File: config.mk
export PLATFORM = sky130hd
export DESIGN_NAME = mount_laying_slew_tracker
export DESIGN_NICKNAME = d
export VERILOG_FILES = /design/src/rtl/mlst_pkg.sv /design/src/rtl/mlst_in_stage.sv /design/src/rtl/mlst_track_core.sv /design/src/rtl/mlst_out_stage.sv /design/src/rtl/mount_laying_slew_tracker.sv
export SDC_FILE = /design/constraint.sdc
export NUM_CORES = 2
export LEC_CHECK = 0
export ABC_AREA = 1
export BUFFER_PORTS_ARGS = -buffer_cell sky130_fd_sc_hd__buf_2
export CAP_MARGIN = 20
export CORE_MARGIN = 5
export CORE_UTILIZATION = 45
export CTS_BUF_LIST = sky130_fd_sc_hd__clkbuf_8
export DETAILED_ROUTE_END_ITERATION = 12
export GPL_TIMING_DRIVEN = 0
export PLACE_DENSITY_LB_ADDON = 0.25
export SETUP_SLACK_MARGIN = 0.3
export SLEW_MARGIN = 40
export SYNTH_ARGS = -nofsm -noshare
export SYNTH_HDL_FRONTEND = slang
export SYNTH_HIERARCHICAL = 1
export SYNTH_SLANG_ARGS = --single-unit
File: constraint.sdc
create_clock -name aclk -period 7.7 [get_ports aclk]
set_input_delay 0 -clock aclk [delete_from_list [all_inputs] [get_ports aclk]]
set_output_delay 0 -clock aclk [all_outputs]
set_load 0.01 [all_outputs]
File: src/rtl/mlst_pkg.sv
// mlst_pkg: types, constants and angle helpers for the mount laying slew tracker
// no dependencies; imported by every module of the block

package mlst_pkg;

    localparam int FULL_TURN = 23040;
    localparam int HALF_TURN = 11520;

    localparam int CFG_INDEX_W = 3;
    localparam int CFG_DATA_W  = 15;
    localparam int STEP_W      = 14;

    localparam logic [CFG_INDEX_W-1:0] CFG_MOUNT_HEADING     = 3'd0;
    localparam logic [CFG_INDEX_W-1:0] CFG_TRAVERSE_HALF_ARC = 3'd1;
    localparam logic [CFG_INDEX_W-1:0] CFG_ELEVATION_MIN     = 3'd2;
    localparam logic [CFG_INDEX_W-1:0] CFG_ELEVATION_MAX     = 3'd3;
    localparam logic [CFG_INDEX_W-1:0] CFG_TRAVERSE_RATE     = 3'd4;
    localparam logic [CFG_INDEX_W-1:0] CFG_ELEVATION_RATE    = 3'd5;
    localparam logic [CFG_INDEX_W-1:0] CFG_ON_TARGET_TOL     = 3'd6;

    localparam int IN_TDATA_W  = 48;
    localparam int OUT_TDATA_W = 64;

    typedef logic [14:0]        azim_t;
    typedef logic signed [13:0] elev_t;
    typedef logic signed [14:0] adelta_t;
    typedef logic [13:0]        step_t;

    localparam azim_t       RST_HEADING  = 15'd0;
    localparam logic [13:0] RST_HALF_ARC = 14'd11520;
    localparam elev_t       RST_EL_MIN   = -14'sd320;
    localparam elev_t       RST_EL_MAX   = 14'sd4480;
    localparam logic [14:0] RST_AZ_RATE  = 15'd640;
    localparam step_t       RST_EL_RATE  = 14'd320;
    localparam logic [13:0] RST_TOL      = 14'd16;

    localparam step_t STEP_MAX = {STEP_W{1'b1}};

    typedef struct packed {
        azim_t       heading;
        logic [13:0] half_arc;
        elev_t       el_min;
        elev_t       el_max;
        logic [14:0] az_rate;
        step_t       el_rate;
        logic [13:0] tol;
    } cfg_t;

    typedef struct packed {
        logic  func;
        azim_t want_az;
        elev_t want_el;
        step_t step_az;
        step_t step_el;
    } item_t;

    typedef struct packed {
        azim_t az_now;
        elev_t el_now;
        azim_t az_goal;
        elev_t el_goal;
        logic  in_arc;
    } track_t;

    function automatic azim_t wrap_raw(input azim_t a);
        return (a >= 15'(FULL_TURN)) ? azim_t'(a - 15'(FULL_TURN)) : a;
    endfunction

    // shortest way round, exactly half a turn gives minus half a turn
    function automatic adelta_t short_delta(input azim_t from, input azim_t to);
        logic signed [15:0] d;
        d = $signed({1'b0, to}) - $signed({1'b0, from});
        if (d >= 16'sd11520) begin
            return adelta_t'(d - 16'sd23040);
        end else if (d < -16'sd11520) begin
            return adelta_t'(d + 16'sd23040);
        end
        return adelta_t'(d);
    endfunction

    function automatic azim_t wrap_add(input azim_t base, input adelta_t off);
        logic signed [16:0] s;
        s = $signed({2'b00, base}) + 17'(off);
        if (s < 17'sd0) begin
            s = s + 17'sd23040;
        end else if (s >= 17'sd23040) begin
            s = s - 17'sd23040;
        end
        return s[14:0];
    endfunction

    function automatic logic [14:0] abs_delta(input adelta_t d);
        return (d < 0) ? 15'(-d) : 15'(d);
    endfunction

endpackage

File: src/rtl/mlst_in_stage.sv
// mlst_in_stage: input register of the tracker, with the slew step multiplies
// depends on mlst_pkg

module mlst_in_stage #(
    parameter int TIME_FRACTION_BITS = 10
) (
    input  logic                 aclk,
    input  logic                 aresetn,
    input  logic                 s_valid,
    output logic                 s_ready,
    input  logic                 func,
    input  mlst_pkg::azim_t      desired_azimuth,
    input  mlst_pkg::elev_t      desired_elevation,
    input  logic [15:0]          elapsed_time,
    input  mlst_pkg::cfg_t       cfg,
    input  logic                 advance,
    output logic                 item_valid,
    output mlst_pkg::item_t      item
);
    import mlst_pkg::*;

    localparam int AZ_PROD_W = 31;
    localparam int EL_PROD_W = 30;

    logic                 valid_reg, valid_next;
    item_t                item_reg, item_next;
    logic [AZ_PROD_W-1:0] az_prod, az_shift;
    logic [EL_PROD_W-1:0] el_prod, el_shift;
    logic                 load;

    assign s_ready = !valid_reg || advance;
    assign load    = s_valid && s_ready;

    always_comb begin
        az_prod  = AZ_PROD_W'(cfg.az_rate) * AZ_PROD_W'(elapsed_time);
        el_prod  = EL_PROD_W'(cfg.el_rate) * EL_PROD_W'(elapsed_time);
        az_shift = az_prod >> TIME_FRACTION_BITS;
        el_shift = el_prod >> TIME_FRACTION_BITS;

        item_next.func    = func;
        item_next.want_az = desired_azimuth;
        item_next.want_el = desired_elevation;
        // steps beyond any reachable error saturate
        item_next.step_az = (az_shift > AZ_PROD_W'(STEP_MAX)) ? STEP_MAX
                                                              : az_shift[STEP_W-1:0];
        item_next.step_el = (el_shift > EL_PROD_W'(STEP_MAX)) ? STEP_MAX
                                                              : el_shift[STEP_W-1:0];

        if (load) begin
            valid_next = 1'b1;
        end else if (advance) begin
            valid_next = 1'b0;
        end else begin
            valid_next = valid_reg;
        end
    end

    always_ff @(posedge aclk) begin
        if (!aresetn) begin
            valid_reg <= 1'b0;
        end else begin
            valid_reg <= valid_next;
        end
    end

    always_ff @(posedge aclk) begin
        if (load) begin
            item_reg <= item_next;
        end
    end

    assign item_valid = valid_reg;
    assign item       = item_reg;

endmodule

File: src/rtl/mlst_track_core.sv
// mlst_track_core: angle and target state with the order and tick update logic
// depends on mlst_pkg

module mlst_track_core (
    input  logic             aclk,
    input  logic             aresetn,
    input  mlst_pkg::item_t  item,
    input  mlst_pkg::cfg_t   cfg,
    input  logic             update,
    output mlst_pkg::track_t result
);
    import mlst_pkg::*;

    azim_t az_cur_reg, az_cur_next;
    azim_t az_tgt_reg, az_tgt_next;
    elev_t el_cur_reg, el_cur_next;
    elev_t el_tgt_reg, el_tgt_next;

    azim_t              want_az, heading;
    adelta_t            off, half_s, daz, step_az_s;
    logic [14:0]        off_mag, daz_mag, del_mag;
    logic signed [14:0] del, el_sum;
    logic               in_arc;

    always_comb begin
        want_az   = wrap_raw(item.want_az);
        heading   = wrap_raw(cfg.heading);
        half_s    = $signed({1'b0, cfg.half_arc});
        off       = short_delta(heading, want_az);
        off_mag   = abs_delta(off);
        daz       = short_delta(az_cur_reg, az_tgt_reg);
        daz_mag   = abs_delta(daz);
        step_az_s = $signed({1'b0, item.step_az});
        del       = 15'(el_tgt_reg) - 15'(el_cur_reg);
        del_mag   = (del < 0) ? 15'(-del) : 15'(del);
        el_sum    = (del < 0) ? 15'(el_cur_reg) - $signed({1'b0, item.step_el})
                              : 15'(el_cur_reg) + $signed({1'b0, item.step_el});

        az_cur_next = az_cur_reg;
        az_tgt_next = az_tgt_reg;
        el_cur_next = el_cur_reg;
        el_tgt_next = el_tgt_reg;
        in_arc      = 1'b1;

        if (!item.func) begin
            if (cfg.half_arc >= 14'(HALF_TURN)) begin
                az_tgt_next = want_az;
            end else begin
                in_arc = off_mag <= {1'b0, cfg.half_arc};
                priority if (off < -half_s) begin
                    az_tgt_next = wrap_add(heading, -half_s);
                end else if (off > half_s) begin
                    az_tgt_next = wrap_add(heading, half_s);
                end else begin
                    az_tgt_next = wrap_add(heading, off);
                end
            end
            priority if (item.want_el < cfg.el_min) begin
                el_tgt_next = cfg.el_min;
            end else if (item.want_el < cfg.el_max) begin
                el_tgt_next = item.want_el;
            end else begin
                el_tgt_next = cfg.el_max;
            end
        end else begin
            if (daz_mag <= {1'b0, item.step_az}) begin
                az_cur_next = az_tgt_reg;
            end else begin
                az_cur_next = wrap_add(az_cur_reg, (daz < 0) ? -step_az_s : step_az_s);
            end
            if (del_mag <= {1'b0, item.step_el}) begin
                el_cur_next = el_tgt_reg;
            end else begin
                el_cur_next = el_sum[13:0];
            end
        end

        result.az_now  = az_cur_next;
        result.el_now  = el_cur_next;
        result.az_goal = az_tgt_next;
        result.el_goal = el_tgt_next;
        result.in_arc  = in_arc;
    end

    always_ff @(posedge aclk) begin
        if (!aresetn) begin
            az_cur_reg <= '0;
            az_tgt_reg <= '0;
            el_cur_reg <= '0;
            el_tgt_reg <= '0;
        end else if (update) begin
            az_cur_reg <= az_cur_next;
            az_tgt_reg <= az_tgt_next;
            el_cur_reg <= el_cur_next;
            el_tgt_reg <= el_tgt_next;
        end
    end

endmodule

File: src/rtl/mlst_out_stage.sv
// mlst_out_stage: result register, on-target check and master stream side
// depends on mlst_pkg

module mlst_out_stage (
    input  logic                             aclk,
    input  logic                             aresetn,
    input  logic                             in_valid,
    input  mlst_pkg::track_t                 result,
    input  logic [13:0]                      tol,
    output logic                             advance,
    output logic                             m_axis_tvalid,
    input  logic                             m_axis_tready,
    // az_now, el_now, az_goal, el_goal, on_target, request_in_arc, zero pad
    output logic [mlst_pkg::OUT_TDATA_W-1:0] m_axis_tdata
);
    import mlst_pkg::*;

    logic               valid_reg, valid_next;
    track_t             res_reg;
    logic [14:0]        eaz;
    logic signed [14:0] del;
    logic [14:0]        eel;
    logic               on_target;

    assign advance = !valid_reg || m_axis_tready;

    always_comb begin
        valid_next = advance ? in_valid : valid_reg;
        eaz        = abs_delta(short_delta(res_reg.az_now, res_reg.az_goal));
        del        = 15'(res_reg.el_goal) - 15'(res_reg.el_now);
        eel        = (del < 0) ? 15'(-del) : 15'(del);
        on_target  = (eaz <= {1'b0, tol}) && (eel <= {1'b0, tol});
    end

    always_ff @(posedge aclk) begin
        if (!aresetn) begin
            valid_reg <= 1'b0;
        end else begin
            valid_reg <= valid_next;
        end
    end

    always_ff @(posedge aclk) begin
        if (advance && in_valid) begin
            res_reg <= result;
        end
    end

    assign m_axis_tvalid = valid_reg;
    assign m_axis_tdata  = {4'b0000, res_reg.in_arc, on_target, res_reg.el_goal,
                            res_reg.az_goal, res_reg.el_now, res_reg.az_now};

endmodule

File: src/rtl/mount_laying_slew_tracker.sv
// mount_laying_slew_tracker: two-axis mount tracker top level, config registers
// depends on mlst_pkg, mlst_in_stage, mlst_track_core, mlst_out_stage
//
//  channel   ports          moves
//  input     s_axis_*       order (tuser 0) or tick (tuser 1)
//  result    m_axis_*       angles, goals and flags, one per input transaction
//  config    cfg_*          register write, no read-back
//
// one transaction a cycle while the result is not stalled; input register, then result register
// step multiplies sit before the input register, state update before the result
// aresetn clears state to zero and config to its defaults
// a stalled result holds the pipe; the input side stays open while one slot is free

module mount_laying_slew_tracker #(
    parameter int TIME_FRACTION_BITS = 10
) (
    input  logic                              aclk,
    input  logic                              aresetn,
    input  logic                              s_axis_tvalid,
    output logic                              s_axis_tready,
    // desired_azimuth, desired_elevation, elapsed_time, zero pad
    input  logic [mlst_pkg::IN_TDATA_W-1:0]   s_axis_tdata,
    // func
    input  logic                              s_axis_tuser,
    output logic                              m_axis_tvalid,
    input  logic                              m_axis_tready,
    // azimuth_now, elevation_now, azimuth_goal, elevation_goal, on_target, request_in_arc
    output logic [mlst_pkg::OUT_TDATA_W-1:0]  m_axis_tdata,
    input  logic                              cfg_wr_en,
    input  logic [mlst_pkg::CFG_INDEX_W-1:0]  cfg_index,
    input  logic [mlst_pkg::CFG_DATA_W-1:0]   cfg_wdata
);
    import mlst_pkg::*;

    cfg_t   cfg_reg, cfg_next;
    item_t  item;
    track_t result;
    logic   item_valid;
    logic   advance;

    always_comb begin
        cfg_next = cfg_reg;
        if (cfg_wr_en) begin
            unique case (cfg_index)
                CFG_MOUNT_HEADING:     cfg_next.heading  = cfg_wdata;
                CFG_TRAVERSE_HALF_ARC: cfg_next.half_arc = cfg_wdata[13:0];
                CFG_ELEVATION_MIN:     cfg_next.el_min   = cfg_wdata[13:0];
                CFG_ELEVATION_MAX:     cfg_next.el_max   = cfg_wdata[13:0];
                CFG_TRAVERSE_RATE:     cfg_next.az_rate  = cfg_wdata;
                CFG_ELEVATION_RATE:    cfg_next.el_rate  = cfg_wdata[13:0];
                CFG_ON_TARGET_TOL:     cfg_next.tol      = cfg_wdata[13:0];
                default:               cfg_next          = cfg_reg;
            endcase
        end
    end

    always_ff @(posedge aclk) begin
        if (!aresetn) begin
            cfg_reg.heading  <= RST_HEADING;
            cfg_reg.half_arc <= RST_HALF_ARC;
            cfg_reg.el_min   <= RST_EL_MIN;
            cfg_reg.el_max   <= RST_EL_MAX;
            cfg_reg.az_rate  <= RST_AZ_RATE;
            cfg_reg.el_rate  <= RST_EL_RATE;
            cfg_reg.tol      <= RST_TOL;
        end else begin
            cfg_reg <= cfg_next;
        end
    end

    mlst_in_stage #(
        .TIME_FRACTION_BITS(TIME_FRACTION_BITS)
    ) u_in_stage (
        .aclk              (aclk),
        .aresetn           (aresetn),
        .s_valid           (s_axis_tvalid),
        .s_ready           (s_axis_tready),
        .func              (s_axis_tuser),
        .desired_azimuth   (s_axis_tdata[14:0]),
        .desired_elevation (s_axis_tdata[28:15]),
        .elapsed_time      (s_axis_tdata[44:29]),
        .cfg               (cfg_reg),
        .advance           (advance),
        .item_valid        (item_valid),
        .item              (item)
    );

    mlst_track_core u_track_core (
        .aclk    (aclk),
        .aresetn (aresetn),
        .item    (item),
        .cfg     (cfg_reg),
        .update  (item_valid && advance),
        .result  (result)
    );

    mlst_out_stage u_out_stage (
        .aclk          (aclk),
        .aresetn       (aresetn),
        .in_valid      (item_valid),
        .result        (result),
        .tol           (cfg_reg.tol),
        .advance       (advance),
        .m_axis_tvalid (m_axis_tvalid),
        .m_axis_tready (m_axis_tready),
        .m_axis_tdata  (m_axis_tdata)
    );

    a_reset_empties: assert property (@(posedge aclk) !aresetn |=> !m_axis_tvalid)
        else $error("result valid right after reset");

    a_full_blocks_input: assert property (@(posedge aclk) disable iff (!aresetn)
        (item_valid && m_axis_tvalid && !m_axis_tready) |-> !s_axis_tready)
        else $error("input accepted while both stages are stalled");

    a_accept_fills: assert property (@(posedge aclk) disable iff (!aresetn)
        (s_axis_tvalid && s_axis_tready) |=> item_valid)
        else $error("accepted transaction lost from the input register");

    a_azimuth_range: assert property (@(posedge aclk) disable iff (!aresetn)
        m_axis_tvalid |-> (m_axis_tdata[14:0] < 15'(FULL_TURN))
                          && (m_axis_tdata[43:29] < 15'(FULL_TURN)))
        else $error("azimuth result beyond a full turn");

endmodule

==> summary by stage <==
Outcome
The flow ran to the end, but the final reports show violations. The checks that failed: setup timing.

Layout
For this run, the post-layout net count is 7310. The ratio of cells with drive above 1 in the final layout is ~11%. Fill cells in the final layout number between 9000 and 10000. The final instance count without filler cells is 7709. Relative to the synthesized area, the layout overhead comes to 13.67%.

The flip-flop count of the largest register after layout is 100. Cells fill ~50% of the core in the end.

Critical path
The worst-path maximum fanout is 5. The worst setup path is of the flip-flop to flip-flop kind. The cell type of the slowest stage on the worst timing path is sky130_fd_sc_hd__fa_2. By instance count, the cell type seen most on the critical path is sky130_fd_sc_hd__buf_6. STA classifies the critical path startpoint as a flip-flop.

The required time of the critical path is 8.22 ns. The category of the worst setup path capture point is a flip-flop. The largest single stage delay on the critical path is 0.40 ns.

The worst endpoint data arrival time is 8.64 ns.

Die
In this run the count of I/O pins placed on the die edge is ~140. The standard cell core area is 94590 um^2. The die is 317.9 um tall. For this configuration, the core starts out at a cell density of 45.10%. The die is 317.9 um wide. The floorplan step defined a die boundary enclosing 101100 um^2.

The row count is 113.

Logic synthesis
Sorting the synthesized cells by how often they occur yields sky130_fd_sc_hd__nand2_1, sky130_fd_sc_hd__inv_1, sky130_fd_sc_hd__ha_1. After technology mapping, the gate count stands at 6068. The leading cell type by number of instances after synthesis is sky130_fd_sc_hd__nand2_1. The Yosys step of the flow raised 6 warnings. In the post-synthesis netlist, the biggest area contributors are sky130_fd_sc_hd__fa_1, sky130_fd_sc_hd__ha_1, sky130_fd_sc_hd__nand2_1. The cell area after synthesis is 42660 um^2. The async set-or-reset flop fraction in the synthesized netlist is 0%. The share of synthesized area in the top cell type comes to 16.66%. The sequential share of the synthesized area is 15.74%. The count of flip-flops with a built-in enable after synthesis is 117. Synthesis inferred 277 register bits.

The cell taking the most area after synthesis is sky130_fd_sc_hd__fa_1. Each instance of the synthesized netlist takes up on average around 7 um^2. In the synthesized netlist the dominant register cell turns out to be sky130_fd_sc_hd__dfxtp_1. The number of unique standard cell types used by synthesis is 75.

Drt
Dividing the detail-routed via count by the number of cells gives 5.197. The final routed wirelength across all metal layers is 133300 um. In the routed design, unresolved DRC markers number 0.

The number of detailed-route iterations in the first pass is 8. For this block, the initial DRC count from the detailed router was 3288. In this run the remaining antenna-violating nets after routing total 0. The routed layout has about 40000 vias. The wire length per cell after detailed routing is 17.29 um.

Timing
The worst pin sits at a relative slew slack of between 30 and 40%. For the final database, setup skew stands at a little under 0.05 ns. The number of hold violations in the final report is 0. The timing-limited maximum frequency is around 120 MHz. For the finished layout, the period the worst path requires is roughly 8.1 ns.

Once routing completed, OpenROAD measured the worst setup slack at -0.4238 ns. Hold timing on the final database bottoms out at a slack of 0.1017 ns. Dividing the final minimum period by the clock period gives 105.5%.

The number of setup violations in the final report is 30. Setup repair after global routing could not meet its margin everywhere. The max-slew violation total from the final report came to 0. At the pin with the least slew margin, the transition time is 0.9121 ns.

Pwr
The part of the power in the clock network is 6.4%. In this run the power density over the cells is 433.2 nW/um^2. The worst-case IR drop observed on VDD is between 500 and 600 uV. For this design the total switching power over the nets is about 11 mW. The share of total power dissipated in sequential elements is 9.9%.

The switching share of power is 54.05%. The internal portion of the total power is between 9 and 10 mW. The proportion of power drawn by combinational gates is 83.7%.

The leakage component of the power is 26.73 nW.

Clock network
Clock tree synthesis selected as its root buffer the cell sky130_fd_sc_hd__clkbuf_8. Counting the buffers created by CTS gives 44. TritonCTS built the clock tree. The H-tree depth is 2.

The clock latency on the worst-skew pair is 0.63 ns. After clock tree synthesis, the clock-pin slew on the worst setup and hold paths is 0.08 ns. CTS saw 277 sinks.

The longest clock path from root to sink contains 3 buffers.

Global route
Global routing used 25.22% of the available tracks. The first global-routing pass estimated 206500 um of wire. The number of global-route vias before repair is 38080. Global routing finished with a remaining overflow of 0.

The initial antenna violation count is 6. The largest net degree at the start of global routing is 20.

Job
The max capacitance violation total is 0.

Hold path
The class of the tightest hold or removal check is input port to flip-flop.

Placed design
The count of buffers from port buffering is about 110. Before CTS, the worst setup slack after placement is -1.247 ns. The placed instance count is 7458. Routability-driven placement finished with a final weighted congestion of 0.9616. Once detailed placement completed, the half-perimeter wirelength came to 107500 um.
==> final timing paths <==
| kind | from | endpoint | slack, ns | cells after the start |
|---|---|---|---|---|
| worst max-delay path | u_track_core/az_tgt_reg[0] | u_track_core/az_cur_reg[2] | -0.42 | 64 |
| worst max register to register | u_track_core/az_tgt_reg[0] | u_track_core/az_cur_reg[2] | -0.42 | 64 |
| worst min register to register | cfg_reg[51] | cfg_reg[51] | 0.46 | 2 |
| worst min-delay path | s_axis_tdata[11] | u_in_stage/item[53] | 0.10 | 2 |
==> through the flow <==
stage	power (mW)	area (um^2)	setup TNS, ns
floorplan	12.09	42680	0
global placement	15.00	44840	-15.53
detailed placement	15.19	45010	-15.21
CTS	18.41	47510	0
global route	22.89	48490	-12.18
finish	21.01	48490	-9.315
==> power by group through the flow <==
stage / Combinational, mW / Sequential [mW] / Clock (mW)
2_1_floorplan: 10.0 / 2.05 / 0
3_3_place_gp: 12.9 / 2.10 / 0
3_5_place_dp: 13.1 / 2.10 / 0
4_1_cts: 15.0 / 2.07 / 1.37
5_1_grt: 19.4 / 2.10 / 1.44
6_report: 17.6 / 2.08 / 1.35
==> kinds of logic after synthesis <==
family	synth area share (%)
and+or+nand+nor	24.98
adders and majority gates	30.71
other	0.008790
buffers and inverters	13.97
xor gates and xnor gates	5.180
DFF	15.74
AOI/OAI and AO/OA	9.412
==> placed cells by master (no fill, tap or decap), types with 11 or more instances in the layout <==
cell type                       netlist  final
sky130_fd_sc_hd__nor2_4              14     17
sky130_fd_sc_hd__dlygate4sd3_1        1     63
sky130_fd_sc_hd__o211ai_1            11     11
sky130_fd_sc_hd__buf_2               18    132
sky130_fd_sc_hd__clkbuf_8             1     49
sky130_fd_sc_hd__nand3_2             32     42
sky130_fd_sc_hd__o21bai_1            33     30
sky130_fd_sc_hd__nand2_1           1441   1417
sky130_fd_sc_hd__edfxtp_1           117    117
sky130_fd_sc_hd__xor2_1             184    173
sky130_fd_sc_hd__buf_4               19     74
sky130_fd_sc_hd__nand2_2             73     92
sky130_fd_sc_hd__inv_2               24     32
sky130_fd_sc_hd__inv_1             1306   1307
sky130_fd_sc_hd__a31oi_1             17     16
sky130_fd_sc_hd__buf_6               10     56
sky130_fd_sc_hd__nor2_2              11     15
sky130_fd_sc_hd__nor4_1              11     11
sky130_fd_sc_hd__clkbuf_1           134    124
sky130_fd_sc_hd__a21oi_2              3     16
sky130_fd_sc_hd__nand3b_1            13     13
sky130_fd_sc_hd__nand2_4             19     24
sky130_fd_sc_hd__dfxtp_1            160    156
sky130_fd_sc_hd__nand3_1            316    302
sky130_fd_sc_hd__a21o_1              11     11
sky130_fd_sc_hd__a211oi_1            23     22
sky130_fd_sc_hd__a21oi_1            324    306
sky130_fd_sc_hd__xnor2_1             59     58
sky130_fd_sc_hd__o21ai_1             42     43
sky130_fd_sc_hd__nand4_1             34     34
sky130_fd_sc_hd__a22oi_1             13     13
sky130_fd_sc_hd__fa_1               355    353
sky130_fd_sc_hd__nor2_1             424    417
sky130_fd_sc_hd__o21ai_2              3     32
sky130_fd_sc_hd__ha_1               479    469
sky130_fd_sc_hd__nor3_1              36     35
sky130_fd_sc_hd__o21ai_0            194    157
==> metal layers <==
layer	global-route usage, %	wire (um)
met4	8.633	5388
met1	34.98	58010
met5	0	23
met2	40.95	60010
met3	3.116	9864
==> critical path, delay by kind of cell, from the launching register on <==
kind                       cells  cell delay [ns]
buffers and inverters         44             4.54
xor gates and xnor gates       2             0.26
AOI/OAI and AO/OA              5             0.76
adders and majority gates      3             0.87
DFF                            1             0.33
and+or+nand+nor               10             1.23
==> final cells by class <==
class                           count  area, um^2  area share [%]
Buffer                            197       994.7           2.051
Clock buffer                       48       660.6           1.362
Tap cell                         1265        1583           3.264
Clock inverter                     34       252.7          0.5212
Multi-Input combinational cell   4262       30910           63.75
Timing Repair Buffer              287        2306           4.755
Inverter                         1335        5050           10.41
Sequential cell                   277        6724           13.87
Antenna cell                        4       10.01         0.02064
==> repair_timing <==
item,in CTS,in global routing
hold buffers,62,0
endpoints found under the setup margin,48,63
pin swaps,72,87
resized for setup,110,182
buffers inserted,70,32
endpoints found under the hold margin,137,0
cloned,0,0
Power figures use the tool's default switching activity.
